### src/wsd_pkg.sv
// Package for the WebSocket frame deframer: parse phases, status codes,
// header constants and the result record shared by the deframer modules.
// No dependencies.
package wsd_pkg;

  // Width of the payload length limit and of the payload byte counter
  localparam int unsigned LEN_W = 25;

  // Limit in force after reset: one mebibyte
  localparam logic [LEN_W-1:0] MAX_LEN_RESET = LEN_W'(1024 * 1024);

  // Header byte of a close frame
  localparam logic [7:0] CLOSE_HEADER = 8'h88;

  // Seven-bit length codes that announce an extended length
  localparam logic [6:0] LEN_CODE16 = 7'd126;
  localparam logic [6:0] LEN_CODE64 = 7'd127;

  // Extended length byte counts; eight bytes wrap to zero in three bits
  localparam logic [2:0] EXT_CNT16   = 3'd2;
  localparam logic [2:0] EXT_CNT64   = 3'd0;
  localparam logic [2:0] MASK_KEY_CNT = 3'd4;

  // Where the parser stands within a frame
  typedef enum logic [2:0] {
    PH_HEADER  = 3'd0,
    PH_LENGTH  = 3'd1,
    PH_EXTLEN  = 3'd2,
    PH_MASK    = 3'd3,
    PH_PAYLOAD = 3'd4,
    PH_HALTED  = 3'd5
  } phase_t;

  // Result status codes
  typedef enum logic [1:0] {
    ST_PAYLOAD  = 2'd0,
    ST_EMPTY    = 2'd1,
    ST_CLOSE    = 2'd2,
    ST_OVERSIZE = 2'd3
  } status_t;

  // One result request
  typedef struct packed {
    logic [7:0] payload_byte;
    status_t    status;
    logic       frame_end;
  } result_t;

endpackage

### src/wsd_in_reg.sv
// Input register of the WebSocket frame deframer: holds one received byte
// until the parser takes it. Depends on nothing.
module wsd_in_reg (
  input  logic       clk,
  input  logic       rst,
  input  logic       in_valid,
  output logic       in_ready,
  input  logic [7:0] rx_byte,
  input  logic       take,
  output logic       held_valid,
  output logic [7:0] held_byte
);

  // Accept a new request whenever the slot is empty or drains this cycle
  assign in_ready = !held_valid || take;

  // Hold the valid flag
  always_ff @(posedge clk) begin
    if (rst) begin
      held_valid <= 1'b0;
    end else if (in_ready) begin
      held_valid <= in_valid;
    end
  end

  // Capture the byte with its request
  always_ff @(posedge clk) begin
    if (in_valid && in_ready) begin
      held_byte <= rx_byte;
    end
  end

endmodule

### src/wsd_parser.sv
// Frame parser of the WebSocket frame deframer: header, length, mask key
// and payload state, unmasking and status generation. Uses wsd_pkg.
module wsd_parser (
  input  logic                     clk,
  input  logic                     rst,
  input  logic                     step,
  input  logic [7:0]               rx_byte,
  input  logic                     cfg_we,
  input  logic [wsd_pkg::LEN_W-1:0] cfg_wdata,
  output logic                     res_valid,
  output wsd_pkg::result_t         res
);

  wsd_pkg::phase_t            parse_phase, parse_phase_next;
  logic                       is_masked, is_masked_next;
  logic                       is_close, is_close_next;
  logic [63:0]                frame_length, frame_length_next;
  logic [2:0]                 ext_byte_count, ext_byte_count_next;
  logic [31:0]                mask_key, mask_key_next;
  logic [wsd_pkg::LEN_W-1:0]  payload_count, payload_count_next;
  logic [wsd_pkg::LEN_W-1:0]  max_payload_len;

  logic                       hdr_done;
  logic [63:0]                hdr_len;
  logic                       len_over;
  logic [6:0]                 len_code;
  logic [7:0]                 key_byte;
  logic                       last_byte;

  assign len_code = rx_byte[6:0];

  // Pick the mask key byte for this payload position, first byte on top
  always_comb begin
    unique case (payload_count[1:0])
      2'd0:    key_byte = mask_key[31:24];
      2'd1:    key_byte = mask_key[23:16];
      2'd2:    key_byte = mask_key[15:8];
      default: key_byte = mask_key[7:0];
    endcase
  end

  // Payload counter after this byte reaches the frame length: last byte
  assign last_byte = (payload_count + 1'b1) >= frame_length[wsd_pkg::LEN_W-1:0];

  // Length above limit: any high bit set, or low part larger than the limit
  assign len_over = (|hdr_len[63:wsd_pkg::LEN_W]) ||
                    (hdr_len[wsd_pkg::LEN_W-1:0] > max_payload_len);

  // Next state and result for the byte in hand
  always_comb begin
    parse_phase_next    = parse_phase;
    is_masked_next      = is_masked;
    is_close_next       = is_close;
    frame_length_next   = frame_length;
    ext_byte_count_next = ext_byte_count;
    mask_key_next       = mask_key;
    payload_count_next  = payload_count;
    hdr_done            = 1'b0;
    hdr_len             = frame_length;
    res_valid           = 1'b0;
    res                 = '{payload_byte: 8'h00, status: wsd_pkg::ST_PAYLOAD,
                            frame_end: 1'b0};

    unique case (parse_phase)
      wsd_pkg::PH_HEADER: begin
        is_close_next       = (rx_byte == wsd_pkg::CLOSE_HEADER);
        is_masked_next      = 1'b0;
        mask_key_next       = '0;
        frame_length_next   = '0;
        ext_byte_count_next = '0;
        payload_count_next  = '0;
        parse_phase_next    = wsd_pkg::PH_LENGTH;
      end
      wsd_pkg::PH_LENGTH: begin
        is_masked_next = rx_byte[7];
        if (len_code == wsd_pkg::LEN_CODE16 || len_code == wsd_pkg::LEN_CODE64) begin
          frame_length_next   = '0;
          ext_byte_count_next = (len_code == wsd_pkg::LEN_CODE16) ?
                                wsd_pkg::EXT_CNT16 : wsd_pkg::EXT_CNT64;
          parse_phase_next    = wsd_pkg::PH_EXTLEN;
        end else begin
          frame_length_next = {57'd0, len_code};
          if (rx_byte[7]) begin
            ext_byte_count_next = wsd_pkg::MASK_KEY_CNT;
            parse_phase_next    = wsd_pkg::PH_MASK;
          end else begin
            hdr_done = 1'b1;
            hdr_len  = frame_length_next;
          end
        end
      end
      wsd_pkg::PH_EXTLEN: begin
        frame_length_next   = {frame_length[55:0], rx_byte};
        ext_byte_count_next = ext_byte_count - 1'b1;
        if (ext_byte_count_next == 3'd0) begin
          if (is_masked) begin
            ext_byte_count_next = wsd_pkg::MASK_KEY_CNT;
            parse_phase_next    = wsd_pkg::PH_MASK;
          end else begin
            hdr_done = 1'b1;
            hdr_len  = frame_length_next;
          end
        end
      end
      wsd_pkg::PH_MASK: begin
        mask_key_next       = {mask_key[23:0], rx_byte};
        ext_byte_count_next = ext_byte_count - 1'b1;
        if (ext_byte_count_next == 3'd0) begin
          hdr_done = 1'b1;
        end
      end
      wsd_pkg::PH_PAYLOAD: begin
        payload_count_next = payload_count + 1'b1;
        if (last_byte) begin
          parse_phase_next = wsd_pkg::PH_HEADER;
        end
        if (is_close) begin
          if (last_byte) begin
            res_valid = 1'b1;
            res = '{payload_byte: 8'h00, status: wsd_pkg::ST_CLOSE, frame_end: 1'b1};
          end
        end else begin
          res_valid = 1'b1;
          res = '{payload_byte: rx_byte ^ key_byte, status: wsd_pkg::ST_PAYLOAD,
                  frame_end: last_byte};
        end
      end
      default: begin
        parse_phase_next = wsd_pkg::PH_HALTED;
      end
    endcase

    // Header complete: check the length, flag oversize or empty frames
    if (hdr_done) begin
      payload_count_next = '0;
      if (len_over) begin
        parse_phase_next = wsd_pkg::PH_HALTED;
        res_valid        = 1'b1;
        res = '{payload_byte: 8'h00, status: wsd_pkg::ST_OVERSIZE, frame_end: 1'b1};
      end else if (hdr_len == 64'd0) begin
        parse_phase_next = wsd_pkg::PH_HEADER;
        res_valid        = 1'b1;
        res = '{payload_byte: 8'h00,
                status: is_close ? wsd_pkg::ST_CLOSE : wsd_pkg::ST_EMPTY,
                frame_end: 1'b1};
      end else begin
        parse_phase_next = wsd_pkg::PH_PAYLOAD;
      end
    end
  end

  // Advance the parse state on each byte taken
  always_ff @(posedge clk) begin
    if (rst) begin
      parse_phase    <= wsd_pkg::PH_HEADER;
      is_masked      <= 1'b0;
      is_close       <= 1'b0;
      frame_length   <= '0;
      ext_byte_count <= '0;
      mask_key       <= '0;
      payload_count  <= '0;
    end else if (step) begin
      parse_phase    <= parse_phase_next;
      is_masked      <= is_masked_next;
      is_close       <= is_close_next;
      frame_length   <= frame_length_next;
      ext_byte_count <= ext_byte_count_next;
      mask_key       <= mask_key_next;
      payload_count  <= payload_count_next;
    end
  end

  // Hold the length limit register
  always_ff @(posedge clk) begin
    if (rst) begin
      max_payload_len <= wsd_pkg::MAX_LEN_RESET;
    end else if (cfg_we) begin
      max_payload_len <= cfg_wdata;
    end
  end

endmodule

### src/wsd_out_reg.sv
// Result register of the WebSocket frame deframer: holds one result request
// until the sink takes it. Uses wsd_pkg.
module wsd_out_reg (
  input  logic             clk,
  input  logic             rst,
  input  logic             load,
  input  wsd_pkg::result_t res,
  output logic             free,
  output logic             out_valid,
  input  logic             out_ready,
  output logic [7:0]       payload_byte,
  output logic [1:0]       status,
  output logic             frame_end
);

  wsd_pkg::result_t held;

  // Slot is free when empty or being taken this cycle
  assign free = !out_valid || out_ready;

  // Hold the valid flag: set on load, drop once taken
  always_ff @(posedge clk) begin
    if (rst) begin
      out_valid <= 1'b0;
    end else if (load) begin
      out_valid <= 1'b1;
    end else if (out_ready) begin
      out_valid <= 1'b0;
    end
  end

  // Capture the result fields
  always_ff @(posedge clk) begin
    if (load) begin
      held <= res;
    end
  end

  assign payload_byte = held.payload_byte;
  assign status       = held.status;
  assign frame_end    = held.frame_end;

endmodule

### src/websocket_frame_deframer_unit.sv
// Top level of the WebSocket frame deframer: input register, frame parser
// and result register. Uses wsd_pkg, wsd_in_reg, wsd_parser, wsd_out_reg.
//
//   channel  | handshake             | payload
//   ---------+-----------------------+-------------------------------------
//   input    | in_valid / in_ready   | rx_byte[7:0]
//   result   | out_valid / out_ready | payload_byte[7:0], status[1:0],
//            |                       | frame_end
//   config   | cfg_we                | cfg_wdata[24:0] (max_payload_len)
//
// One byte is taken every cycle while no result stalls. After a byte is
// accepted, the input register holds it, the parser works on it in one
// pass and the result register captures the outcome for presentation.
// Reset (rst, synchronous) returns the parser to the header byte and the
// length limit to 1 MiB; no clearing pass follows.
// A stalled result holds the byte in hand, whether or not that byte makes a
// result, and so holds the input as well; with out_ready high nothing stalls.
module websocket_frame_deframer_unit (
  input  logic                      clk,
  input  logic                      rst,
  input  logic                      in_valid,
  output logic                      in_ready,
  input  logic [7:0]                rx_byte,
  output logic                      out_valid,
  input  logic                      out_ready,
  output logic [7:0]                payload_byte,
  output logic [1:0]                status,
  output logic                      frame_end,
  input  logic                      cfg_we,
  input  logic [wsd_pkg::LEN_W-1:0] cfg_wdata
);

  logic             held_valid;
  logic [7:0]       held_byte;
  logic             take;
  logic             out_free;
  logic             res_valid;
  wsd_pkg::result_t res;

  // Advance the byte in hand once there is room for any result it makes
  assign take = held_valid && out_free;

  wsd_in_reg u_in_reg (
    .clk        (clk),
    .rst        (rst),
    .in_valid   (in_valid),
    .in_ready   (in_ready),
    .rx_byte    (rx_byte),
    .take       (take),
    .held_valid (held_valid),
    .held_byte  (held_byte)
  );

  wsd_parser u_parser (
    .clk       (clk),
    .rst       (rst),
    .step      (take),
    .rx_byte   (held_byte),
    .cfg_we    (cfg_we),
    .cfg_wdata (cfg_wdata),
    .res_valid (res_valid),
    .res       (res)
  );

  wsd_out_reg u_out_reg (
    .clk          (clk),
    .rst          (rst),
    .load         (take && res_valid),
    .res          (res),
    .free         (out_free),
    .out_valid    (out_valid),
    .out_ready    (out_ready),
    .payload_byte (payload_byte),
    .status       (status),
    .frame_end    (frame_end)
  );

endmodule
### config.mk
export PLATFORM = sky130hd
export DESIGN_NAME = websocket_frame_deframer_unit
export DESIGN_NICKNAME = d
export VERILOG_FILES = /design/src/wsd_pkg.sv /design/src/wsd_in_reg.sv /design/src/wsd_parser.sv /design/src/wsd_out_reg.sv /design/src/websocket_frame_deframer_unit.sv
export SDC_FILE = /design/constraint.sdc
export NUM_CORES = 1
export LEC_CHECK = 0
export BUFFER_PORTS_ARGS = -buffer_cell sky130_fd_sc_hd__buf_2
export CAP_MARGIN = 20
export CORE_MARGIN = 3
export CORE_UTILIZATION = 55
export DETAILED_ROUTE_END_ITERATION = 6
export GPL_ROUTABILITY_DRIVEN = 0
export PLACE_DENSITY_LB_ADDON = 0.15
export SETUP_SLACK_MARGIN = 0.15
export SYNTH_ARGS = -nofsm -noshare
export SYNTH_HDL_FRONTEND = slang
export SYNTH_HIERARCHICAL = 1
export SYNTH_SLANG_ARGS = --single-unit
### constraint.sdc
create_clock -name clk -period 8.6 [get_ports clk]
set_clock_uncertainty 0.2 [all_clocks]
set_input_delay 0.43 -clock clk [delete_from_list [all_inputs] [get_ports clk]]
set_output_delay 0.43 -clock clk [all_outputs]
set_load 0.1 [all_outputs]
==> impl_results.md, run 1 <==
* H-tree depth at 4
* First-pass GRT wire length at just over 40 mm
* Crit path depth at 18
* Largest net degree at the start of global routing at 97
* Worst setup endpoint: u_out_reg/out_valid$_SDFFE_PP0P_
* CTS max path bufs at 2
* Reg2reg setup slack at 2.96 ns
* Hold Vio Cnt, Final at 0
* Worst setup EP type: flip-flop
* Most frequent cells in the layout: 156 x dfxtp_1, 141 x nor2_1, 108 x nand2_1
* DRT iter0 DRCs at 1045
* Syn. warnings at 6
* Critical path peak fanout at 20
* CP required at slightly below 9 ns
* I/O pin count at 51
* Clock sink count at ~180
* Synth top area cells: dfxtp_1 33%, ha_1 7.4%, edfxtp_1 6.0%, nor2_1 5.6%, a21oi_1 5.5%
* Overall power at about 1.8 mW
* P_leak at roughly 4 nW
* Vert. Die Dim at 137.5 µm
* FF-to-FF path depth at 18
* Worst-Skew Late Latency at roughly 0.43 ns
* Average size of a mapped cell at approximately 8.1 µm²
* Commonest non-fill, non-tap cell in the layout: dfxtp_1
* Pre-Repair DR Iteration Count at 7
* Cell taking the most area after synthesis: dfxtp_1
* Crit path max-delay family: simple AND/OR/NAND/NOR gates
* Vias in the first global route at between 7000 and 8000
* Critical Path Source: u_parser/payload_count[0]$_SDFFE_PP0P_
* Vias at roughly 8800
* Slew Viols, Final at 0
* Top FF cell, synth: dfxtp_1
* Final Cycle Share at 65.58%
* CP dominant cell by count: and3_1
* Status: finished, violations left
* Layout area overhead at 10.71%
* EDFF count, synth at 19
* Die area at 18900 µm²
* FFs w/ async S/R, synth at 0%
* Clock transition at path regs at roughly 0.070 ns
* Worst Hold Class: input port to flip-flop
* R2R Path End: u_out_reg/out_valid$_SDFFE_PP0P_
* Final ANT Viol Nets at 0
* Placed cells at ~1400
* Initial antenna violation count at 0
* CTS tree: built
* Worst Tran Pin Value at around 1.0 ns
* Cts bufs inserted at 17
* Synthesized flop and latch total at 175
* Antenna cells at 0
* Slowest stage delay, CP at ~0.6 ns
* Clk root buf: clkbuf_16
* Kind of critical path: flip-flop to flip-flop
* Mapped cell area at 9508 µm²
* WL per Instance at 18.09 µm
* Mapped Cells at around 1200
* Slew HR at between 20 and 30%
* Worst flop-to-flop path startpoint: u_parser/payload_count[0]$_SDFFE_PP0P_
* Post-route insts no fill at 1420
* F_max at 177.3 MHz
* Fin nets at 1281
* RSZ-0062 raised after global routing: false
* IO buf count at 50
* Post-synth cell types at 72
* Hold Path Depth at 3
* Buf+Inv Stages, Crit Path at 1
* PwrDens at 172.7 nW/µm²
* Synth top area share at ~33%
* CP arrival at between 5 and 6 ns
* Setup TNS Final at 0 ns
* Sequential area share after synthesis at 38.85%
* Critical-path cell with the highest stage delay: ha_1
* Share of cells above drive strength 1 at under 10%
* Crit path time final at roughly 5.6 ns
* Final setup viols at 0
* Drt drc at 7
* Core region area at around 17000 µm²
* WHS at roughly 0.031 ns
* Rows at 47
* Crit-path cells: ha_1 > and3_1 > nand2_1 > nor3_2 > nand3_1 > nor2_1 > and3_1 > xor2_1 > ha_1 > and2_1 > a221o_1 > a221o_1 > a211oi_1 > or2_2 > nand3_1 > and3_1 > inv_1 > a21oi_2
* Routed WL at about 26 mm
* Failing checks: design-rule violations
* Syn_nets at 1270
* Total GRT Usage at about 27%
* Maxcap violations at 0
* Die X at between 100 and 150 µm
* Initial Util at 56.73%
* DPL Wire Length at roughly 17 mm
* GRT overflow at 0
* VDD IR max at between 0.15 and 0.2 mV
* Avg Vias per Cell at 6.178
* Startpoint Class: flip-flop
## registers in the layout (all words and copies together) (netlist names), 2 cells and up
| register | cells |
|---|---|
| u_in_reg/held_byte | 8 |
| u_out_reg/payload_byte | 8 |
| u_out_reg/status | 2 |
| u_parser/ext_byte_count | 3 |
| u_parser/frame_length | 64 |
| u_parser/mask_key | 32 |
| u_parser/max_payload_len | 25 |
| u_parser/parse_phase | 3 |
| u_parser/payload_count | 25 |
## repair_timing
action                                 in CTS  in global routing
buffers inserted                            0                  0
hold buffers                                8                  0
endpoints found under the hold margin       8                  0
resized for setup                           0                  0
## Yosys cell counts (all sizes together), types with 3 or more instances
cell type	instances
or2	3
or3	3
nor2	144
edfxtp	19
nand3	77
nor3b	3
o22ai	5
nor4	19
a21oi	108
xor2	13
nor2b	3
a211oi	5
nand4	23
nand2b	5
clkbuf	63
a21boi	3
and4	3
ha	56
o211ai	17
o21ai	72
xnor2	21
a222oi	8
and2	5
nand2	109
nor3	19
a21o	3
inv	64
dfxtp	156
a31oi	8
a22oi	52
or4	5
a32o	5
mux2i	25
buf	14
and3	14
## cells by family after synthesis
kind of cell | count (synthesis) | synth area share [%]
compound gates | 306 | 20.25
xor+xnor | 34 | 3.211
fa+ha+maj | 56 | 7.369
buf+inv | 141 | 5.711
flops | 175 | 38.85
mux | 25 | 2.632
simple gates | 439 | 21.98
## worst min-delay path by stage
stage / from / slack (ns) / to
6_report: cfg_wdata[7] / 0.03 / u_parser/max_payload_len[7]$_SDFFE_PP0P_
2_1_floorplan: u_parser/mask_key[24]$_SDFFE_PP0P_ / 0.23 / u_parser/mask_key[24]$_SDFFE_PP0P_
4_1_cts: cfg_wdata[20] / 0.01 / u_parser/max_payload_len[20]$_SDFFE_PP1P_
5_1_grt: cfg_wdata[4] / 0.03 / u_parser/max_payload_len[4]$_SDFFE_PP0P_
3_3_place_gp: u_parser/mask_key[30]$_SDFFE_PP0P_ / 0.24 / u_parser/mask_key[30]$_SDFFE_PP0P_
3_5_place_dp: u_parser/mask_key[31]$_SDFFE_PP0P_ / 0.25 / u_parser/mask_key[31]$_SDFFE_PP0P_
## power breakdown
group / internal [mW] / switching, mW
sequential: 0.837 / 0.0171
clock: 0.462 / 0.342
combinational: 0.0501 / 0.109
## metrics by stage
| stage | utilization (%) | setup slack (ns) | cell area (µm²) |
|---|---|---|---|
| floorplan | - | 4.355 | 9508 |
| global placement | 58.69 | 3.229 | 9837 |
| detailed placement | 58.69 | 3.123 | 9837 |
| CTS | 62.81 | 3.082 | 10530 |
| global route | 62.81 | 2.573 | 10530 |
| finish | 62.81 | 2.960 | 10530 |
## layout make-up
| class | count | area (µm²) |
|---|---|---|
| well taps | 220 | 275.3 |
| inverters | 64 | 240.2 |
| clock buffers | 17 | 425.4 |
| fillers | 1467 | 6233 |
| clock inverters | 15 | 183.9 |
| flip-flops and latches | 175 | 3694 |
| repair buffers | 69 | 415.4 |
| multi-input cells | 860 | 5293 |
## worst register-to-register path, cell delays in order, from the launching register on
cell	delay, ns
dfxtp_1	0.47
ha_1	0.59
and3_1	0.34
nand2_1	0.14
nor3_2	0.38
nand3_1	0.29
nor2_1	0.28
and3_1	0.25
xor2_1	0.16
ha_1	0.25
and2_1	0.17
a221o_1	0.29
a221o_1	0.30
a211oi_1	0.48
or2_2	0.25
nand3_1	0.07
and3_1	0.37
inv_1	0.14
a21oi_2	0.05
## metal layers
| metal | vias to the layer above | part of all wire (%) | track usage (%) | routed length (µm) |
|---|---|---|---|---|
| met5 | - | 0 | 0 | 0 |
| met4 | 0 | 2.4 | 8.370 | 618 |
| met3 | 61 | 7.8 | 6.172 | 2000 |
| met2 | 404 | 45 | 43.66 | 11600 |
| met1 | 4069 | 45 | 37.08 | 11470 |
| li1 | 4239 | - | - | - |
No activity file was read; power rests on OpenSTA's default activity.
==> run 2: changes to the inputs <==
==> constraint.sdc (replaced) <==
create_clock -name clk -period 5 [get_ports clk]
set_clock_uncertainty 0.2 [all_clocks]
set_input_delay 0.25 -clock clk [delete_from_list [all_inputs] [get_ports clk]]
set_output_delay 0.25 -clock clk [all_outputs]
set_load 0.1 [all_outputs]
==> impl_results.md, run 2 (synthesized netlist as in run 1, its figures left out) <==
* Worst Hold Class: input port to flip-flop
* Overall power at around 3 mW
* DRT iter0 DRCs at around 1000
* Fin nets at approximately 1300
* Crit path max-delay family: compound AO/OA/AOI/OAI gates
* Commonest non-fill, non-tap cell in the layout: dfxtp_1
* WHS at approximately 0.2 ns
* Die area at roughly 19000 µm²
* IO buf count at 50
* Net Switching at roughly 0.78 mW
* Most frequent cells in the layout: 156 x dfxtp_1, 140 x nor2_1, 107 x nand2_1
* Number of flip-flops in the largest register at 64
* Pint at between 2 and 2.5 mW
* Fillers at 1439
* Post-placement cell area at approximately 10000 µm²
* Largest regs: u_parser/frame_length: 64 flops, u_parser/mask_key: 32 flops
* Postcts setup bufs at 0
* Kind of critical path: flip-flop to flip-flop
* CTS max path bufs at 2
* Core region area at 16760 µm²
* Worst setup EP type: flip-flop
* I/O pin count at 51
* Clock sink count at 175
* Final ANT Viol Nets at 0
* Combinational fraction of design power at between 10% and 20%
* Initial Util at a little under three fifths
* Maxcap violations at 0
* Design Area, Final at approximately 11000 µm²
* CP required at roughly 5.1 ns
* Vias in the first global route at 8265
* Final setup viols at 0
* Worst-Skew Late Latency at about 0.43 ns
* Net Sw Frac at 25.82%
* Cts bufs inserted at 17
* Crit path time final at ~4.5 ns
* Share of cells above drive strength 1 at 10.91%
* Biggest register: u_parser/frame_length
* DPL Wire Length at 17.99 mm
* Layout area overhead at 14.71%
* Vias at about 9000
* Final Cycle Share at about nine tenths
* Crit-path cells: inv_1 > ha_1 > xnor2_1 > nand2_1 > o41a_1 > a22o_1 > ha_1 > nand4_1 > nor3_1 > a2111oi_0 > nor2_1 > o22ai_1 > nand4_1 > o21ai_1 > nand3_1 > and3_1 > inv_1 > a21oi_2
* Drt drc at 0
* CTS tree: built
* Seq pwr share at roughly 48%
* Placed cells at around 1400
* Antenna cells at 0
* F_max at ~220 MHz
* Die X at between 100 and 150 µm
* Initial antenna violation count at 0
* Post-route insts no fill at between 1000 and 1500
* Routed WL at ~27 mm
* Critical path peak fanout at 12
* Power share of the clock group at between 40% and 50%
* Status: finished clean
* Pre-Repair DR Iteration Count at 7
* Slew Viols, Final at 0
* WL per Instance at around 18 µm
* Startpoint Class: flip-flop
* First-pass GRT wire length at 42.38 mm
* PwrDens at around 280 nW/µm²
* Slew HR at between 40% and 50%
* Hold Vio Cnt, Final at 0
* Setup TNS Final at 0 ns
* Critical-path cell with the highest stage delay: o41a_1
* Slowest stage delay, CP at roughly 0.47 ns
* Total GRT Usage at ~28%
* RSZ-0062 raised after global routing: false
* H-tree depth at 4
* Rows at 47
* Worst Tran Pin Value at 0.8927 ns
* P_leak at between 4 and 5 nW
* GRT overflow at 0
* Vert. Die Dim at 137.5 µm
* Largest net degree at the start of global routing at slightly below 80
* Buf+Inv Stages, Crit Path at 2
* Clk root buf: clkbuf_16
* Avg Vias per Cell at slightly above 6
* VDD IR max at ~0.28 mV
* Clock transition at path regs at ~0.060 ns
* CP arrival at approximately 4.6 ns
run 2: cell types whose count changed in the layout (fill, tap and decap cells not counted), moves of 2 or more:
cell           before  now
buf_4              12   31
clkbuf_8            0    3
inv_8               2    0
clkinv_1            2    0
dlygate4sd3_1       8   35
bufinv_16           3    0
clkbuf_1            0    5
run 2: path summary, 6_finish.rpt:
path,start,endpoint,slack (ns),cells after the start
setup reg to reg,u_parser/ext_byte_count[0]$_SDFFE_PP0P_,u_out_reg/out_valid$_SDFFE_PP0P_,0.54,18
setup / recovery,u_parser/ext_byte_count[0]$_SDFFE_PP0P_,u_out_reg/out_valid$_SDFFE_PP0P_,0.54,18
hold / removal,rst,u_parser/is_close$_SDFFE_PP0P_,0.20,2
hold reg to reg,u_parser/mask_key[27]$_SDFFE_PP0P_,u_parser/mask_key[27]$_SDFFE_PP0P_,0.26,2
run 2: cell type report:
| cell class | instances | area, µm² | area share (%) |
|---|---|---|---|
| Timing Repair Buffer | 116 | 855.8 | 7.847 |
| Multi-Input combinational cell | 860 | 5303 | 48.62 |
| Tap cell | 220 | 275.3 | 2.524 |
| Inverter | 64 | 240.2 | 2.203 |
| Clock buffer | 25 | 485.5 | 4.451 |
| Sequential cell | 175 | 3694 | 33.86 |
| Clock inverter | 7 | 53.80 | 0.4933 |
run 2: repair_timing:
item	CTS	global route
gates resized for setup	0	3
endpoints found under the setup margin	0	12
hold buffers	35	0
endpoints found under the hold margin	35	0
run 2: layer usage:
layer,part of all wire (%),vias to the layer above,GRT usage (%),wire length [µm]
li1,-,4322,-,-
met1,43,4259,38.57,11440
met2,48,352,46.20,12700
met3,7.2,54,4.785,1910
met4,1.9,0,8.093,504
met5,0,-,0,0
run 2: metrics by stage:
stage,utilization [%],worst slack [ns]
after global placement,59.54,0.5185
after detailed placement,59.54,0.3993
after CTS,64.85,0.3954
after floorplan,-,0.7550
after global routing,65.08,0.2454
final,65.08,0.5403
run 2: power groups by stage:
stage | sequential, mW | combinational (mW) | clock (mW)
2_1_floorplan | 1.49 | 0.194 | 0
3_3_place_gp | 1.49 | 0.284 | 0
3_5_place_dp | 1.49 | 0.285 | 0
4_1_cts | 1.45 | 0.308 | 1.25
5_1_grt | 1.46 | 0.348 | 1.30
6_report | 1.46 | 0.322 | 1.23
run 2: worst register-to-register path, stage by stage (launching register included):
cell	delay (ns)
dfxtp_1	0.36
inv_1	0.08
ha_1	0.25
xnor2_1	0.21
nand2_1	0.26
o41a_1	0.47
a22o_1	0.23
ha_1	0.30
nand4_1	0.14
nor3_1	0.06
a2111oi_0	0.39
nor2_1	0.09
o22ai_1	0.25
nand4_1	0.20
o21ai_1	0.22
nand3_1	0.09
and3_1	0.36
inv_1	0.13
a21oi_2	0.05
==> run 3: changes to the inputs <==
--- a/config.mk
+++ b/config.mk
@@ -5,10 +5,11 @@
 export SDC_FILE = /design/constraint.sdc
 export NUM_CORES = 1
 export LEC_CHECK = 0
+export ABC_AREA = 1
 export BUFFER_PORTS_ARGS = -buffer_cell sky130_fd_sc_hd__buf_2
 export CAP_MARGIN = 20
 export CORE_MARGIN = 3
-export CORE_UTILIZATION = 55
+export CORE_UTILIZATION = 45
 export DETAILED_ROUTE_END_ITERATION = 6
 export GPL_ROUTABILITY_DRIVEN = 0
 export PLACE_DENSITY_LB_ADDON = 0.15
==> impl_results.md, run 3 <==
* Startpoint Class: flip-flop
* Layout area overhead at 14.71%
* Die X at between 150 and 200 µm
* Crit path max-delay family: simple AND/OR/NAND/NOR gates
* Maxcap violations at 0
* Synth top area share at approximately 32%
* Kind of critical path: flip-flop to flip-flop
* FF-to-FF path depth at 23
* Fin nets at between 1500 and 2000
* Share of cells above drive strength 1 at between 8 and 9%
* Worst flop-to-flop path startpoint: u_parser/parse_phase[2]$_SDFFE_PP0P_
* Vias in the first global route at 8593
* Status: finished clean
* Largest regs: u_parser/frame_length: 64 flops, u_parser/mask_key: 32 flops
* Setup TNS Final at 0 ns
* Rows at 53
* Vias at 9250
* Sequential area share after synthesis at between 30% and 40%
* Final Cycle Share at a little under nine tenths
* Slowest stage delay, CP at around 0.4 ns
* Average size of a mapped cell at around 6.9 µm²
* Post-synth top cells: 330 x nand2_1, 178 x a21oi_1, 172 x inv_1
* Antenna cells at 0
* FFs w/ async S/R, synth at 0%
* Total GRT Usage at approximately 23%
* CTS tree: built
* CP dominant cell by count: nand2_1
* WL per Instance at approximately 16 µm
* Hold_sp: cfg_we
* Hold Vio Cnt, Final at 0
* PwrDens at 312.1 nW/µm²
* Drt drc at 0
* Routed WL at 27.32 mm
* First-pass GRT wire length at 44.66 mm
* Synthesized flop and latch total at roughly 180
* Initial antenna violation count at 0
* Post-synth cell types at 38
* VDD IR max at 0.2341 mV
* Most frequent cells in the layout: 330 x nand2_1, 177 x a21oi_1, 172 x inv_1
* Design Area, Final at about 11000 µm²
* Most frequent cell after synthesis: nand2_1
* DRT iter0 DRCs at ~700
* Largest net degree at the start of global routing at between 90 and 100
* Critical-path cell with the highest stage delay: nand2_2
* Buf+Inv Stages, Crit Path at 4
* Worst Hold Class: input port to flip-flop
* Crit-path cells: inv_2 > nand3_2 > nor2_1 > nand2_2 > nand2_2 > inv_1 > nand2_1 > nand2_1 > ha_1 > nand2_1 > nor2_1 > nand2_1 > nor2_1 > nand2_1 > nand3_1 > nand2_1 > nand4_1 > nand2_1 > inv_1 > nor2_1 > nand2_1 > inv_1 > nor2_4
* Pre-Repair DR Iteration Count at 5
* Final ANT Viol Nets at 0
* Cell taking the most area after synthesis: dfxtp_1
* H-tree depth at 4
* I/O pin count at approximately 50
* Core region area at ~21000 µm²
* Slew Viols, Final at 0
* Biggest register: u_parser/frame_length
* WHS at between 0.2 and 0.25 ns
* F_max at approximately 230 MHz
* Worst-Skew Late Latency at 0.44 ns
* R2R Path End: u_out_reg/payload_byte[3]$_DFFE_PP_
* Post-placement cell area at 10170 µm²
* Mapped cell area at a little under 10000 µm²
* GRT overflow at 0
* Crit path time final at 4.261 ns
* Synth top area cells: dfxtp_1 32%, nand2_1 13%, a21oi_1 9.1%, ha_1 7.2%, nand3_1 7.2%
* Cts bufs inserted at 17
* RSZ-0062 raised after global routing: false
* Syn_nets at 1513
* Reg2reg setup slack at between 0.7 and 0.8 ns
* Syn. warnings at 6
* EDFF count, synth at 19
* Commonest non-fill, non-tap cell in the layout: nand2_1
* Hold worst-path end: u_parser/max_payload_len[16]$_SDFFE_PP0P_
* Postcts setup bufs at 0
* Clk root buf: clkbuf_16
* Worst Tran Pin Value at around 1.1 ns
* Hold Path Depth at 3
* Slew HR at between 20% and 30%
* Final setup viols at 0
* CP required at 4.91 ns
* Number of flip-flops in the largest register at 64
* CP arrival at 4.17 ns
* DPL Wire Length at 19.31 mm
* Initial Util at a little under half
* Top FF cell, synth: dfxtp_1
* Clock transition at path regs at 0.07 ns
* CTS max path bufs at 2
* Clock sink count at approximately 180
* IO buf count at 50
* Critical path peak fanout at 22
* Avg Vias per Cell at between 5 and 6
* Die area at 23490 µm²
* Worst setup EP type: flip-flop
* Vert. Die Dim at approximately 150 µm
* Mapped Cells at about 1400
* P_leak at 4.869 nW
==> run 3: changes by cell type in the layout (fill, tap and decap cells not counted), sizes merged, moves of 15 or more <==
cell | before | now
nor4 | 19 | 3
buf | 81 | 62
mux2i | 25 | 0
nand3 | 77 | 142
a22oi | 52 | 1
nand2 | 109 | 334
inv | 66 | 188
xnor2 | 21 | 6
a21oi | 108 | 180
nor2 | 144 | 116
==> run 3: power breakdown <==
group	internal, mW	total [mW]	switching, mW	leakage, nW
registers	1.47	1.51	0.0428	1.44
logic	0.191	0.638	0.447	3.14
clock network	0.698	1.34	0.644	0.289
==> run 3: kinds of logic (layout without fill, tap and decap cells) <==
logic type	Yosys count	count (layout)	synth area share (%)
flip-flops	175	175	37.85
adder cells (fa/ha/maj)	56	56	7.180
AND/OR/NAND/NOR	637	637	27.86
XOR/XNOR	26	26	2.334
AO/OA/AOI/OAI	278	278	15.03
buffers and inverters	247	314	9.745
==> run 3: how the worst max path moves through the flow <==
| stage | from | to | slack (ns) | depth (start not counted) |
|---|---|---|---|---|
| final | u_parser/parse_phase[2]$_SDFFE_PP0P_ | u_out_reg/payload_byte[3]$_DFFE_PP_ | 0.74 | 23 |
| after global routing | u_parser/payload_count[0]$_SDFFE_PP0P_ | u_out_reg/payload_byte[3]$_DFFE_PP_ | 0.27 | 19 |
| after CTS | u_parser/parse_phase[2]$_SDFFE_PP0P_ | u_out_reg/payload_byte[1]$_DFFE_PP_ | 0.61 | 23 |
| after detailed placement | u_parser/parse_phase[2]$_SDFFE_PP0P_ | u_out_reg/payload_byte[3]$_DFFE_PP_ | 0.63 | 23 |
| after global placement | u_parser/payload_count[0]$_SDFFE_PP0P_ | u_out_reg/payload_byte[3]$_DFFE_PP_ | 0.69 | 19 |
| after floorplan | u_parser/payload_count[0]$_SDFFE_PP0P_ | u_out_reg/frame_end$_DFFE_PP_ | 1.40 | 19 |
==> run 3: worst register-to-register path, cell delays in order, from the launching register on <==
cell and delay (ns):
dfxtp_1 0.37, inv_2 0.10, nand3_2 0.33, nor2_1 0.29, nand2_2 0.26, nand2_2 0.41
inv_1 0.13, nand2_1 0.08, nand2_1 0.07, ha_1 0.30, nand2_1 0.07, nor2_1 0.17
nand2_1 0.09, nor2_1 0.09, nand2_1 0.06, nand3_1 0.06, nand2_1 0.08, nand4_1 0.12
nand2_1 0.13, inv_1 0.08, nor2_1 0.05, nand2_1 0.07, inv_1 0.07, nor2_4 0.29
==> run 3: layer usage <==
layer  vias to the layer above  track usage, %  routed length (µm)
met4                         0           5.346                 303
met5                         -               0                   0
li1                       4750               -                   -
met1                      4264           33.66               13400
met3                        21           3.171                1105
met2                       215           36.53               12520
==> run 3: layout make-up <==
class                      instances  area, µm²
timing repair buffer             102      763.2
clock inverter                    13      137.6
inverter                         180      675.6
clock buffer                      19      454.2
multi-input combinational        997       5125
fill                            2138       9961
tap                              275      344.1
sequential                       175       3694
==> run 3: repair_timing <==
action                                 in CTS  in global routing
setup endpoints to repair                   0                 12
hold buffers                               40                  0
endpoints found under the hold margin      49                  0
gates resized for setup                     0                  1
==> run 3: stage by stage <==
step,instances,utilization [%],total power [mW],setup slack [ns]
final,1761,52.91,3.494,0.7393
after detailed placement,1688,48.07,2.150,0.6256
after global placement,1688,48.07,2.144,0.6902
after CTS,1760,52.76,3.518,0.6086
after floorplan,1419,-,1.979,1.399
after global routing,1761,52.91,3.665,0.2734
